**src/rtl/nta_pkg.sv**
```systemverilog
// Shared types, constants and opcodes of the NTP timestamp arithmetic unit.
package nta_pkg;

   localparam int STAMP_W   = 64;
   localparam int WORD_W    = 32;
   localparam int NANOS_W   = 30;
   localparam int MICROS_W  = 20;

   // one quotient bit per divider stage
   localparam int DIV_STAGES = STAMP_W;
   // front stage + divider + six back stages
   localparam int LATENCY    = DIV_STAGES + 7;

   localparam logic [31:0] NTP_UNIX_DELTA = 32'd2208988800;
   localparam logic [31:0] NS_PER_SEC     = 32'd1000000000;
   localparam logic [31:0] MS_PER_SEC     = 32'd1000;
   localparam logic [19:0] US_PER_SEC     = 20'd1000000;
   localparam logic [16:0] SECS_PER_DAY   = 17'd86400;
   localparam logic [11:0] SECS_PER_HOUR  = 12'd3600;
   localparam logic [5:0]  SECS_PER_MIN   = 6'd60;
   localparam logic [2:0]  DAYS_PER_WEEK  = 3'd7;
   // 1 January 1970 was a Thursday
   localparam logic [15:0] EPOCH_WEEKDAY  = 16'd4;

   // reciprocals for constant division, rounded down
   localparam logic [63:0] RECIP_DAY  = (64'd1 << 48) / 64'd86400;
   localparam logic [63:0] RECIP_HOUR = (64'd1 << 40) / 64'd3600;
   localparam logic [63:0] RECIP_MIN  = (64'd1 << 40) / 64'd60;
   localparam logic [63:0] RECIP_WEEK = (64'd1 << 40) / 64'd7;

   typedef enum logic [2:0] {
      OP_ADD        = 3'd0,
      OP_SUB        = 3'd1,
      OP_DIV        = 3'd2,
      OP_ADD_MILLIS = 3'd3,
      OP_ADD_OFFSET = 3'd4,
      OP_FROM_EPOCH = 3'd5
   } opcode_type;

   // request fields carried alongside the divider
   typedef struct packed {
      logic [2:0]           op;
      logic [STAMP_W-1:0]   stamp_a;
      logic [STAMP_W-1:0]   stamp_b;
      logic [WORD_W-1:0]    word;
      logic [WORD_W-1:0]    epoch;
      logic [NANOS_W-1:0]   nanos;
   } side_type;

endpackage

```
**src/rtl/nta_front.sv**
```systemverilog
// Input stage: operand selection for the divider, epoch seconds and nanoseconds.
module nta_front (
   input  logic                          clock,
   input  logic                          reset,
   input  logic                          in_valid,
   input  logic [2:0]                    in_op,
   input  logic [nta_pkg::STAMP_W-1:0]   in_stamp_a,
   input  logic [nta_pkg::STAMP_W-1:0]   in_stamp_b,
   input  logic [nta_pkg::WORD_W-1:0]    in_word,
   input  logic [nta_pkg::NANOS_W-1:0]   in_nanos,
   output logic                          out_valid,
   output nta_pkg::side_type             out_side,
   output logic [nta_pkg::STAMP_W-1:0]   out_num,
   output logic [nta_pkg::WORD_W-1:0]    out_den
);

   logic                          valid_ff;
   nta_pkg::side_type             side_ff, side_in;
   logic [nta_pkg::STAMP_W-1:0]   num_ff, num_in;
   logic [nta_pkg::WORD_W-1:0]    den_ff, den_in;
   logic [61:0]                   nanos_prod;

   // pick dividend and divisor per operation
   always_comb begin
      case (in_op)
         nta_pkg::OP_DIV: begin
            num_in = in_stamp_a;
            den_in = in_word;
         end
         nta_pkg::OP_ADD_MILLIS: begin
            num_in = {in_word, 32'd0} - {32'd0, in_word};
            den_in = nta_pkg::MS_PER_SEC;
         end
         nta_pkg::OP_FROM_EPOCH: begin
            num_in = {2'd0, in_nanos, 32'd0};
            den_in = nta_pkg::NS_PER_SEC;
         end
         default: begin
            num_in = '0;
            den_in = 32'd1;
         end
      endcase
   end

   // fraction to nanoseconds and Unix seconds of stamp_a
   always_comb begin
      nanos_prod      = {30'd0, in_stamp_a[31:0]} * {32'd0, nta_pkg::NS_PER_SEC[29:0]};
      side_in.op      = in_op;
      side_in.stamp_a = in_stamp_a;
      side_in.stamp_b = in_stamp_b;
      side_in.word    = in_word;
      side_in.epoch   = in_stamp_a[63:32] - nta_pkg::NTP_UNIX_DELTA;
      side_in.nanos   = nanos_prod[61:32];
   end

   always_ff @(posedge clock) begin
      if (reset) begin
         valid_ff <= 1'b0;
      end else begin
         valid_ff <= in_valid;
      end
   end

   always_ff @(posedge clock) begin
      side_ff <= side_in;
      num_ff  <= num_in;
      den_ff  <= den_in;
   end

   assign out_valid = valid_ff;
   assign out_side  = side_ff;
   assign out_num   = num_ff;
   assign out_den   = den_ff;

endmodule

```
**config.mk**
```make
export PLATFORM = sky130hd
export DESIGN_NAME = nta_front
export DESIGN_NICKNAME = d
export VERILOG_FILES = /design/src/rtl/nta_pkg.sv /design/src/rtl/nta_front.sv
export SDC_FILE = /design/constraint.sdc
export NUM_CORES = 1
export LEC_CHECK = 0
export BUFFER_PORTS_ARGS = -buffer_cell sky130_fd_sc_hd__buf_2
export CORE_AREA = 2 2 302 304
export CTS_CLUSTER_SIZE = 14
export DETAILED_ROUTE_END_ITERATION = 10
export DIE_AREA = 0 0 304 306
export GPL_TIMING_DRIVEN = 0
export PLACE_DENSITY = 0.51
export SLEW_MARGIN = 20
export SYNTH_ARGS = -nofsm -noshare
export SYNTH_HDL_FRONTEND = slang
export SYNTH_SLANG_ARGS = --single-unit
export TNS_END_PERCENT = 20
```
**constraint.sdc**
```tcl
create_clock -name clock -period 8.2 [get_ports clock]
set_clock_uncertainty 0.15 [all_clocks]
set_input_delay 0.41 -clock clock [delete_from_list [all_inputs] [get_ports clock]]
set_output_delay 0.41 -clock clock [all_outputs]
set_load 0.01 [all_outputs]
```
==> results.yml <==
logic_synthesis:
  ys_seq_area_share_pct: 28.2
  muxShareOfSynthArea_pct: 1.31
  ys_warn_count: 0
  netlist_area_mm2: 0.0223
  yosys-top-cells-count: "484 x inv_1, 315 x dfxtp_1, 311 x fa_1"
  synth_top_area_share_pct: 28.2
  synth_top_family_by_area: "adder cells"
  synth_seq_cells: 315
  synth_compound_area_share_pct: 7.84
  synthTopCellsByArea: "dfxtp_1 28%, fa_1 28%, ha_1 15%"
  synth_largest_area_cell: "dfxtp_1"
  synth_cells: 2131
  synthArstFlopShare_pct: 0
  synth_xor_area_share_pct: 3.61
  syn_nets: 2903
  synth-adder-area-share_pct: 42.7
  ys_types: 76
  synthSimpleGateAreaFrac_pct: 6.92
  yosys_most_used_dff: "dfxtp_1"
  synth_edf_count: 0
  yosysMostFrequentCell: "inv_1"
  syn_area_per_cell_um2: 10.5
drt:
  vias_per_cell: 4.19
  drc_errors: 0
  routed_wl_mm: 79.7
  wl_per_cell_um: 19.6
  dr_total_vias: 17100
  antenna_left: 0
  first_iter_violations: 879
  drtPass1Iterations: 5
critical_path:
  cpPeakStageDelay_ns: 0.58
  crit_path_end_kind: "flop"
  critical_path_peak_fanout: 9
  critPathKind: "in2reg"
  crit_arrival_ns: 8.01
  cp_common_cell: "fa_1"
  crit_chain: "dlygate4sd3_1 > buf_2 > inv_1 > fa_1 > fa_1 > fa_1 > fa_1 > fa_1 > inv_1 > fa_1 > inv_1 > fa_1 > inv_1 > ha_1 > buf_2 > nand4_1 > nor4_2 > nand2_1 > o221a_2 > a21oi_1 > nor2_1 > a211oi_1 > xnor2_1"
  cp_slowest_cell: "fa_1"
  required_ns: 8.54
  startpoint_type: "input port"
floorplanning:
  dieArea_mm2: 0.0930
  io_pins: 518
  fp.dieH_um: 306
  fp.dieW_um: 304
  start_util_pct: 24.9
  design.core.area_mm2: 0.0896
  placementRows: 110
cts:
  htreeDepth: 2
  clkSinkCount: 315
  cts_tree: "built"
  numCtsBuffers: 38
  postCtsSetupRepairBufs: 0
  clock-root-buffer: "clkbuf_16"
  cts_buffer_depth: 3
  clk_pin_slew_ns: 0.06
sta:
  fmax_mhz: 130
  period_needed_ns: 7.67
  period_share_pct: 93.5
  worst_pin_slew_ns: 1.11
  hold_viol: 0
  setup_viol: 0
  tns_ns: 0
  rsz0062_at_grt: "no"
  slew_headroom_pct: 25.6
  maxSlewViolCount: 0
  hold_ws_ns: 0.0283
final_layout:
  syn2layout_area_growth_pct: 31.9
  fin_area_mm2: 0.0295
  fin_cells: 4073
  nets: 3643
  drive_gt1_share_pct: 21.4
placed_design:
  placed_area_mm2: 0.0264
  port_buffers: 517
  dp_cells: 3824
  gp_congestion: 0.848
  post-dp-hpwl_mm: 65.8
global_routing:
  grt_usage_pct: 17.2
  gr-total-overflow: 0
  grt_pass1_vias: 17900
  grt_max_degree: 13
  grt_pass1_wl_mm: 118
  antenna_found_initial: 7
worst_hold_path:
  min_path_type: "in2reg"
outcome:
  outcome: "complete, no violations"
run:
  max-cap-violations: 0
==> path summary, 6_finish.rpt <==
path / from / end / slack [ns] / cells past startpoint
worst max-delay path: in_stamp_a[3] / out_side[29] / 0.53 / 23
worst min-delay path: in_stamp_a[31] / out_side[189] / 0.03 / 1
==> area by class of cell <==
class / count / area (um^2)
clock buffer: 51 / 1050
sequential: 315 / 6310
timing repair buffer: 700 / 4420
antenna: 3 / 7.51
fill: 9179 / 60100
inverter: 484 / 1820
tap: 1176 / 1470
multi-input combinational: 1273 / 13900
clock inverter: 12 / 173
buffer: 59 / 268
==> state kept, by name, indices dropped and copies added (netlist names) <==
signal     count
out_den       32
out_num       64
out_side     218
out_valid      1
==> worst max-delay path: cells and delay by family <==
family | cells | cell delay [ns]
AO/OA/AOI/OAI | 3 | 1.11
XOR/XNOR | 1 | 0.20
adder cells (fa/ha/maj) | 8 | 3.91
buffers and inverters | 7 | 1.31
AND/OR/NAND/NOR | 4 | 1.06
==> metal layers <==
layer / track usage, % / vias up / routed length [um]
li1: - / 8229 / -
met1: 21.6 / 8200 / 33800
met2: 30.2 / 515 / 39700
met3: 2.82 / 97 / 3770
met4: 5.19 / 10 / 2300
met5: 0 / - / 69
==> cells in the final DEF, fill, tap and decap left out, types with 4 or more instances in the layout <==
master,count
nor4_1,8
mux2i_1,28
clkbuf_8,5
xor2_1,39
and3_1,11
a21oi_1,76
o21ai_0,61
ha_1,265
dfxtp_1,315
nor2_1,92
a211oi_1,6
dlygate4sd3_1,183
buf_2,530
fa_1,311
or3_1,6
a22oi_1,25
o21ai_1,13
xnor2_1,53
clkbuf_1,43
nand2_1,65
a21o_1,41
nand3_1,19
and2_1,16
clkbuf_16,38
nand4_1,14
nor3_1,27
nor2b_1,6
a31oi_1,6
or4_1,4
inv_1,484
o21bai_1,6
buf_4,8
nand2b_1,8
==> kinds of logic after synthesis <==
group | Yosys count
fa+ha+maj | 576
mux | 29
xor+xnor | 92
compound gates | 275
buf+inv | 543
simple gates | 301
flops | 315
==> through the flow <==
stage	worst slack [ns]	util, %
after floorplan	1.80	-
after global placement	-0.183	29.4
after detailed placement	-0.192	29.4
after CTS	0.148	32.9
after global routing	0.181	32.9
final	0.531	32.9
==> what timing repair did <==
action	4_1_cts	5_1_grt
setup endpoints to repair	0	1
hold buffers	183	0
hold endpoints to repair	211	0
gates resized for setup	0	1
Power is not shown: default switching activity piles up to over one toggle a cycle in this logic, so the estimate is an artifact.
