--- src/rtl/nta_pkg.sv ---
// Shared types, constants and opcodes of the NTP timestamp arithmetic unit.
package nta_pkg;

   localparam int STAMP_W   = 64;
   localparam int WORD_W    = 32;
   localparam int NANOS_W   = 30;
   localparam int MICROS_W  = 20;

   // one quotient bit per divider stage
   localparam int DIV_STAGES = STAMP_W;
   // front stage + divider + six back stages
   localparam int LATENCY    = DIV_STAGES + 7;

   localparam logic [31:0] NTP_UNIX_DELTA = 32'd2208988800;
   localparam logic [31:0] NS_PER_SEC     = 32'd1000000000;
   localparam logic [31:0] MS_PER_SEC     = 32'd1000;
   localparam logic [19:0] US_PER_SEC     = 20'd1000000;
   localparam logic [16:0] SECS_PER_DAY   = 17'd86400;
   localparam logic [11:0] SECS_PER_HOUR  = 12'd3600;
   localparam logic [5:0]  SECS_PER_MIN   = 6'd60;
   localparam logic [2:0]  DAYS_PER_WEEK  = 3'd7;
   // 1 January 1970 was a Thursday
   localparam logic [15:0] EPOCH_WEEKDAY  = 16'd4;

   // reciprocals for constant division, rounded down
   localparam logic [63:0] RECIP_DAY  = (64'd1 << 48) / 64'd86400;
   localparam logic [63:0] RECIP_HOUR = (64'd1 << 40) / 64'd3600;
   localparam logic [63:0] RECIP_MIN  = (64'd1 << 40) / 64'd60;
   localparam logic [63:0] RECIP_WEEK = (64'd1 << 40) / 64'd7;

   typedef enum logic [2:0] {
      OP_ADD        = 3'd0,
      OP_SUB        = 3'd1,
      OP_DIV        = 3'd2,
      OP_ADD_MILLIS = 3'd3,
      OP_ADD_OFFSET = 3'd4,
      OP_FROM_EPOCH = 3'd5
   } opcode_type;

   // request fields carried alongside the divider
   typedef struct packed {
      logic [2:0]           op;
      logic [STAMP_W-1:0]   stamp_a;
      logic [STAMP_W-1:0]   stamp_b;
      logic [WORD_W-1:0]    word;
      logic [WORD_W-1:0]    epoch;
      logic [NANOS_W-1:0]   nanos;
   } side_type;

endpackage

--- src/rtl/nta_back.sv ---
// Back stages: result select and calendar breakdown of the epoch seconds.
module nta_back (
   input  logic                          clock,
   input  logic                          reset,
   input  logic                          in_valid,
   input  nta_pkg::side_type             in_side,
   input  logic [nta_pkg::STAMP_W-1:0]   in_quot,
   output logic                          out_valid,
   output logic [nta_pkg::STAMP_W-1:0]   out_stamp,
   output logic                          out_div_error,
   output logic [nta_pkg::WORD_W-1:0]    out_epoch,
   output logic [nta_pkg::NANOS_W-1:0]   out_nanos,
   output logic [nta_pkg::MICROS_W-1:0]  out_micros,
   output logic [2:0]                    out_weekday,
   output logic [4:0]                    out_hours,
   output logic [5:0]                    out_minutes,
   output logic [5:0]                    out_seconds
);

   // valid bits of stages one to six
   logic [5:0] valid_ff;

   // carried payload
   logic [63:0] stamp1_ff, stamp2_ff, stamp3_ff, stamp4_ff, stamp5_ff, stamp6_ff;
   logic        err1_ff, err2_ff, err3_ff, err4_ff, err5_ff, err6_ff;
   logic [31:0] epoch1_ff, epoch2_ff, epoch3_ff, epoch4_ff, epoch5_ff, epoch6_ff;
   logic [29:0] nanos1_ff, nanos2_ff, nanos3_ff, nanos4_ff, nanos5_ff, nanos6_ff;
   logic [31:0] frac1_ff, frac2_ff, frac3_ff, frac4_ff;
   logic [19:0] micros5_ff, micros6_ff;

   // calendar pipeline
   logic [15:0] day_est1_ff;
   logic [15:0] day2_ff;
   logic [16:0] sod2_ff, sod3_ff;
   logic [4:0]  hour_est3_ff;
   logic [15:0] wk_x3_ff;
   logic [12:0] wk_est3_ff;
   logic [4:0]  hours4_ff, hours5_ff, hours6_ff;
   logic [11:0] rem_h4_ff, rem_h5_ff;
   logic [2:0]  weekday4_ff, weekday5_ff, weekday6_ff;
   logic [5:0]  min_est5_ff;
   logic [5:0]  minutes6_ff, seconds6_ff;

   // next values
   logic [63:0] stamp1_in;
   logic        err1_in;
   logic [63:0] day_prod;
   logic [31:0] rem0_full;
   logic [17:0] rem0;
   logic [15:0] day2_in;
   logic [16:0] sod2_in;
   logic [15:0] wk_x3_in;
   logic [45:0] hour_prod;
   logic [53:0] wk_prod;
   logic [16:0] rem_hr;
   logic [11:0] rem_h4_in;
   logic [4:0]  hours4_in;
   logic [15:0] wk_rem_full;
   logic [3:0]  wk_rem;
   logic [2:0]  weekday4_in;
   logic [46:0] min_prod;
   logic [51:0] micros_prod;
   logic [11:0] rem_m_full;
   logic [6:0]  rem_m;
   logic [5:0]  minutes6_in, seconds6_in;

   // stage one: result per opcode and day estimate
   always_comb begin
      err1_in = 1'b0;
      case (in_side.op)
         nta_pkg::OP_ADD:        stamp1_in = in_side.stamp_a + in_side.stamp_b;
         nta_pkg::OP_SUB:        stamp1_in = in_side.stamp_a - in_side.stamp_b;
         nta_pkg::OP_DIV: begin
            err1_in   = (in_side.word == '0);
            stamp1_in = err1_in ? '1 : in_quot;
         end
         nta_pkg::OP_ADD_MILLIS: stamp1_in = in_side.stamp_a + in_quot;
         nta_pkg::OP_ADD_OFFSET: stamp1_in = in_side.stamp_a + in_side.stamp_b;
         nta_pkg::OP_FROM_EPOCH:
            stamp1_in = {in_side.word + nta_pkg::NTP_UNIX_DELTA, in_quot[31:0]};
         default:                stamp1_in = '0;
      endcase
      day_prod = {32'd0, in_side.epoch} * {32'd0, nta_pkg::RECIP_DAY[31:0]};
   end

   // stage two: correct the day, second of day
   always_comb begin
      rem0_full = epoch1_ff - ({16'd0, day_est1_ff} * {15'd0, nta_pkg::SECS_PER_DAY});
      rem0      = rem0_full[17:0];
      if (rem0 >= {1'b0, nta_pkg::SECS_PER_DAY}) begin
         day2_in = day_est1_ff + 16'd1;
         sod2_in = 17'(rem0 - {1'b0, nta_pkg::SECS_PER_DAY});
      end else begin
         day2_in = day_est1_ff;
         sod2_in = rem0[16:0];
      end
   end

   // stage three: hour and week estimates
   always_comb begin
      wk_x3_in  = day2_ff + nta_pkg::EPOCH_WEEKDAY;
      hour_prod = {29'd0, sod2_ff} * {17'd0, nta_pkg::RECIP_HOUR[28:0]};
      wk_prod   = {38'd0, wk_x3_in} * {16'd0, nta_pkg::RECIP_WEEK[37:0]};
   end

   // stage four: correct hours and weekday
   always_comb begin
      rem_hr = sod3_ff - ({12'd0, hour_est3_ff} * {5'd0, nta_pkg::SECS_PER_HOUR});
      if (rem_hr >= {5'd0, nta_pkg::SECS_PER_HOUR}) begin
         hours4_in = hour_est3_ff + 5'd1;
         rem_h4_in = 12'(rem_hr - {5'd0, nta_pkg::SECS_PER_HOUR});
      end else begin
         hours4_in = hour_est3_ff;
         rem_h4_in = rem_hr[11:0];
      end
      wk_rem_full = wk_x3_ff - ({3'd0, wk_est3_ff} * {13'd0, nta_pkg::DAYS_PER_WEEK});
      wk_rem      = wk_rem_full[3:0];
      if (wk_rem >= {1'b0, nta_pkg::DAYS_PER_WEEK}) begin
         weekday4_in = 3'(wk_rem - {1'b0, nta_pkg::DAYS_PER_WEEK});
      end else begin
         weekday4_in = wk_rem[2:0];
      end
   end

   // stage five: minute estimate and microseconds
   always_comb begin
      min_prod    = {35'd0, rem_h4_ff} * {12'd0, nta_pkg::RECIP_MIN[34:0]};
      micros_prod = {20'd0, frac4_ff} * {32'd0, nta_pkg::US_PER_SEC};
   end

   // stage six: correct minutes, second of minute
   always_comb begin
      rem_m_full = rem_h5_ff - ({6'd0, min_est5_ff} * {6'd0, nta_pkg::SECS_PER_MIN});
      rem_m      = rem_m_full[6:0];
      if (rem_m >= {1'b0, nta_pkg::SECS_PER_MIN}) begin
         minutes6_in = min_est5_ff + 6'd1;
         seconds6_in = 6'(rem_m - {1'b0, nta_pkg::SECS_PER_MIN});
      end else begin
         minutes6_in = min_est5_ff;
         seconds6_in = rem_m[5:0];
      end
   end

   // advance valid bits
   always_ff @(posedge clock) begin
      if (reset) begin
         valid_ff <= '0;
      end else begin
         valid_ff <= {valid_ff[4:0], in_valid};
      end
   end

   // advance payload
   always_ff @(posedge clock) begin
      stamp1_ff   <= stamp1_in;
      err1_ff     <= err1_in;
      epoch1_ff   <= in_side.epoch;
      nanos1_ff   <= in_side.nanos;
      frac1_ff    <= in_side.stamp_a[31:0];
      day_est1_ff <= day_prod[63:48];

      stamp2_ff   <= stamp1_ff;
      err2_ff     <= err1_ff;
      epoch2_ff   <= epoch1_ff;
      nanos2_ff   <= nanos1_ff;
      frac2_ff    <= frac1_ff;
      day2_ff     <= day2_in;
      sod2_ff     <= sod2_in;

      stamp3_ff    <= stamp2_ff;
      err3_ff      <= err2_ff;
      epoch3_ff    <= epoch2_ff;
      nanos3_ff    <= nanos2_ff;
      frac3_ff     <= frac2_ff;
      sod3_ff      <= sod2_ff;
      hour_est3_ff <= hour_prod[44:40];
      wk_x3_ff     <= wk_x3_in;
      wk_est3_ff   <= wk_prod[52:40];

      stamp4_ff   <= stamp3_ff;
      err4_ff     <= err3_ff;
      epoch4_ff   <= epoch3_ff;
      nanos4_ff   <= nanos3_ff;
      frac4_ff    <= frac3_ff;
      hours4_ff   <= hours4_in;
      rem_h4_ff   <= rem_h4_in;
      weekday4_ff <= weekday4_in;

      stamp5_ff   <= stamp4_ff;
      err5_ff     <= err4_ff;
      epoch5_ff   <= epoch4_ff;
      nanos5_ff   <= nanos4_ff;
      hours5_ff   <= hours4_ff;
      rem_h5_ff   <= rem_h4_ff;
      weekday5_ff <= weekday4_ff;
      min_est5_ff <= min_prod[45:40];
      micros5_ff  <= micros_prod[51:32];

      stamp6_ff   <= stamp5_ff;
      err6_ff     <= err5_ff;
      epoch6_ff   <= epoch5_ff;
      nanos6_ff   <= nanos5_ff;
      micros6_ff  <= micros5_ff;
      hours6_ff   <= hours5_ff;
      weekday6_ff <= weekday5_ff;
      minutes6_ff <= minutes6_in;
      seconds6_ff <= seconds6_in;
   end

   assign out_valid     = valid_ff[5];
   assign out_stamp     = stamp6_ff;
   assign out_div_error = err6_ff;
   assign out_epoch     = epoch6_ff;
   assign out_nanos     = nanos6_ff;
   assign out_micros    = micros6_ff;
   assign out_weekday   = weekday6_ff;
   assign out_hours     = hours6_ff;
   assign out_minutes   = minutes6_ff;
   assign out_seconds   = seconds6_ff;

endmodule

--- config.mk ---
export PLATFORM = sky130hd
export DESIGN_NAME = nta_back
export DESIGN_NICKNAME = d
export VERILOG_FILES = /design/src/rtl/nta_pkg.sv /design/src/rtl/nta_back.sv
export SDC_FILE = /design/constraint.sdc
export NUM_CORES = 2
export LEC_CHECK = 0
export BUFFER_PORTS_ARGS = -buffer_cell sky130_fd_sc_hd__buf_2
export CAP_MARGIN = 40
export CORE_MARGIN = 5
export CORE_UTILIZATION = 30
export DETAILED_ROUTE_END_ITERATION = 16
export GPL_TIMING_DRIVEN = 1
export SLEW_MARGIN = 40
export SYNTH_ARGS = -nofsm -noshare
export SYNTH_HDL_FRONTEND = slang
export SYNTH_SLANG_ARGS = --single-unit
--- constraint.sdc ---
create_clock -name clock -period 7.5 [get_ports clock]
set_input_delay 0.375 -clock clock [delete_from_list [all_inputs] [get_ports clock]]
set_output_delay 0.375 -clock clock [all_outputs]
set_load 0.01 [all_outputs]
==> results.txt <==
The post-route fraction of the period consumed by the critical path is 95.2%, and the placeable core region is 199,000 sq um. Launch point of the worst hold path: in_quot[25]. The die covers 209,000 sq um.

In this design, the critical path's most frequently occurring cell is sky130_fd_sc_hd__fa_1. For this run, the top clock speed supported by timing is 140 MHz. TritonCTS built the clock tree. The largest family of logic cells by synthesized area was adder cells. The cell with the biggest individual delay on the critical path was sky130_fd_sc_hd__fa_1.

The tools report the length of the first detailed-routing pass in iterations as 9. In the layout the commonest cells are sky130_fd_sc_hd__dfxtp_1, sky130_fd_sc_hd__ha_1, sky130_fd_sc_hd__inv_1. During I/O placement, the number of pins put on the boundary was 460.

The most common cell after layout, fill and taps aside is sky130_fd_sc_hd__dfxtp_1. Across the run, the number of max-cap violations was 0. The layout cell share with drive strength beyond 1 is 12.3%, and the share of synthesized area occupied by flip-flops and latches is 35.1%. The flop and latch count out of synthesis came out at 1,052. The longest individual stage delay on the worst path was 540 ps.

The number of instances in the synthesized netlist came out at 5,467. Of all nets on the critical path, the largest fanout is 10. The worst register-to-register path has a depth of 20. Summing the areas of all xor and xnor instances in the mapped netlist gives 3.42% of the synthesized area. At the end of routability-driven placement, the weighted congestion stood at 0.976. The clock reaches the later pin of the worst-skew pair after 810 ps. Total global routing overflow: 0. In this run the critical register-to-register path is captured at micros5_ff[19].

The run gives 164 as the row count. The critical path in this run is classified as in2reg. Clock tree synthesis found a total of 1,052 sinks. Tightest slew margin relative to the limit: 38.7%. The fraction of the mapped netlist area in adder cells was 39.7%. The cell area that synthesis handed to floorplanning was 60,100 sq um. After Yosys synthesis, and, or, nand and nor cells account for 6.33% of the synthesized area.

The die outline width was 457 um; the antenna violation net count after detailed routing was 0. CTS placed an instance of sky130_fd_sc_hd__clkbuf_16 at the clock tree root. The tools report the endpoint class of the critical path as a flop. The finished layout holds 8,930 standard cells, fillers aside. Buffers placed on the I/O ports in this run total 459. The final hold violation count came out at 0.

The clock period minus final worst setup slack works out to 7140 ps. The per-instance average area after synthesis was 11.0 sq um. The H-tree was split into 3 levels. The logs give 0 ps for the aggregate negative setup slack and 85 for the count of unique library cells instantiated by Yosys. Yosys mapped a number of flops with a built-in enable equal to 0. For the maximum clock insertion buffer count, the log shows 3. The run gives 0 as the number of synthesis warnings. Final hold analysis gives a worst-case slack of 64.5 ps.

The run gives 247,000 um as the first-pass GRT wire length. The filler cells instantiated in the layout total 19,811. In the global route stage, overall resource usage came out at 15.0%. For this run, design rule violations remaining after detail routing come to 0.

Setup violations remaining at the end of the flow were counted as 0. Total number of vias: 40,590. The routed wire length per instance is 17.8 um, and the compound-gate portion of the synthesized area is 8.95%. The flow ran to the end, and the final reports show no timing, DRC or antenna violations.

For this block, the routed nets add up to 159,000 um of wire. In this run the vertical extent of the chip is 457 um. Clock-pin slew was measured on the worst setup and hold paths at 60 ps.

For the worst clock skew, the log shows 117 ps. The pin count of the biggest net entering global routing was 64. In the synthesized netlist the dominant register cell turns out to be sky130_fd_sc_hd__dfxtp_1.

Setup repair after global routing left no endpoint under its margin. The number of buffers inserted during clock tree synthesis was 113. The run gives 0 as the total count of max-transition violations in the final report. The run gives 42,634 as the number of global-route vias before repair. The slew at the pin closest to its max-slew limit is 908 ps. Across all register-to-register paths, the minimum setup slack is 1060 ps. Using the TritonRoute via totals, the vias-per-cell ratio works out to 4.55. For this configuration, the core starts out at a cell density of 30.1%. For the net count after synthesis, the log shows 7,318. The nature of the critical path startpoint is a primary input.

The worst hold path was traced through 3 stages. For the HPWL after detailed placement, the log shows 131,000 um. The type of the tightest min-delay check was in2reg. After detailed placement, the design holds a cell count of 8,550.

The fraction of registers with async set or reset after synthesis came out at 0%. In this run the critical register-to-register path is launched from frac4_ff[10]. The arrival time at the worst endpoint was 7790 ps; the detailed router's first-iteration violation count was 2,264.

Number of nets in the layout: 8,006. The worst min-delay path endpoint was stamp1_ff[25]. The run gives 13 as the number of antenna violations at the first check in global routing. The area growth from synthesis to layout is 18.8%. Of the post-synthesis cell area, the part taken by muxes is 0.106%. Data on the critical path is required at its endpoint by 8140 ps.
how the worst max path moves through the flow:
stage	from	end	slack [ps]	depth (start not counted)
floorplan	in_side[42]	day_est1_ff[14]	660	26
global placement	in_side[42]	day_est1_ff[15]	150	27
detailed placement	in_side[42]	day_est1_ff[15]	140	26
CTS	in_side[42]	day_est1_ff[15]	420	27
global route	in_side[42]	day_est1_ff[15]	80	28
finish	in_side[42]	day_est1_ff[15]	360	27
stage by stage:
stage / setup slack, ps / utilization [%] / area (sq um)
floorplan: 660 / - / 60100
global placement: 149 / 33.0 / 65800
detailed placement: 139 / 33.0 / 65800
CTS: 425 / 35.8 / 71300
global route: 78.7 / 35.8 / 71400
finish: 356 / 35.8 / 71400
routing by layer:
| metal | up-vias | part of all wire [%] | global-route usage, % |
|---|---|---|---|
| met3 | 322 | 4.9 | 2.54 |
| met5 | - | 0.0082 | 0 |
| met2 | 954 | 47 | 25.1 |
| met1 | 19733 | 43 | 19.1 |
| li1 | 19579 | - | - |
| met4 | 2 | 4.7 | 6.66 |
state kept, by name (all words and copies together) (netlist names), 30 cells and up:
name	count
frac1_ff	32
stamp5_ff	64
nanos1_ff	30
stamp4_ff	64
frac3_ff	32
frac2_ff	32
out_nanos	30
stamp1_ff	64
nanos4_ff	30
nanos2_ff	30
epoch1_ff	32
stamp2_ff	64
out_stamp	64
frac4_ff	32
nanos5_ff	30
stamp3_ff	64
out_epoch	30
nanos3_ff	30
kinds of logic after synthesis:
kind of cell,count (synthesis)
mux,6
flops,1052
compound gates,833
buf+inv,1028
simple gates,755
fa+ha+maj,1559
xor+xnor,234
synthesized netlist by cell type (73+ instances only):
library cell,instances,area (sq um)
sky130_fd_sc_hd__nor3_1,73,365
sky130_fd_sc_hd__fa_1,577,11600
sky130_fd_sc_hd__ha_1,982,12300
sky130_fd_sc_hd__o21ai_0,189,946
sky130_fd_sc_hd__a21o_1,96,721
sky130_fd_sc_hd__nand2_1,151,567
sky130_fd_sc_hd__dfxtp_1,1052,21100
sky130_fd_sc_hd__clkbuf_1,77,289
sky130_fd_sc_hd__nor2_1,206,773
sky130_fd_sc_hd__a21oi_1,242,1210
sky130_fd_sc_hd__inv_1,944,3540
sky130_fd_sc_hd__nand3_1,84,420
sky130_fd_sc_hd__xor2_1,80,701
sky130_fd_sc_hd__xnor2_1,153,1340
final cells by class:
type	count	area, sq um	area share [%]
clock inverter	78	1070	1.50
multi-input combinational	3387	35200	49.3
inverter	944	3540	4.96
timing repair buffer	657	4150	5.81
clock buffer	134	2980	4.17
tap	2656	3320	4.66
antenna	22	55.1	0.0771
sequential	1052	21100	29.5
worst max-delay path, delay by kind of cell:
kind,cells,cell delay [ps]
AOI/OAI and AO/OA,4,1050
buffers and inverters,7,1080
and+or+nand+nor,7,1300
adders and majority gates,9,3970
what timing repair did:
action                    in CTS  in global routing
gates resized for setup        0                  0
buffers inserted               0                  0
hold buffers                 146                  0
hold endpoints to repair     143                  0
Power is not shown: default switching activity piles up to over one toggle a cycle in this logic, so the estimate is an artifact.
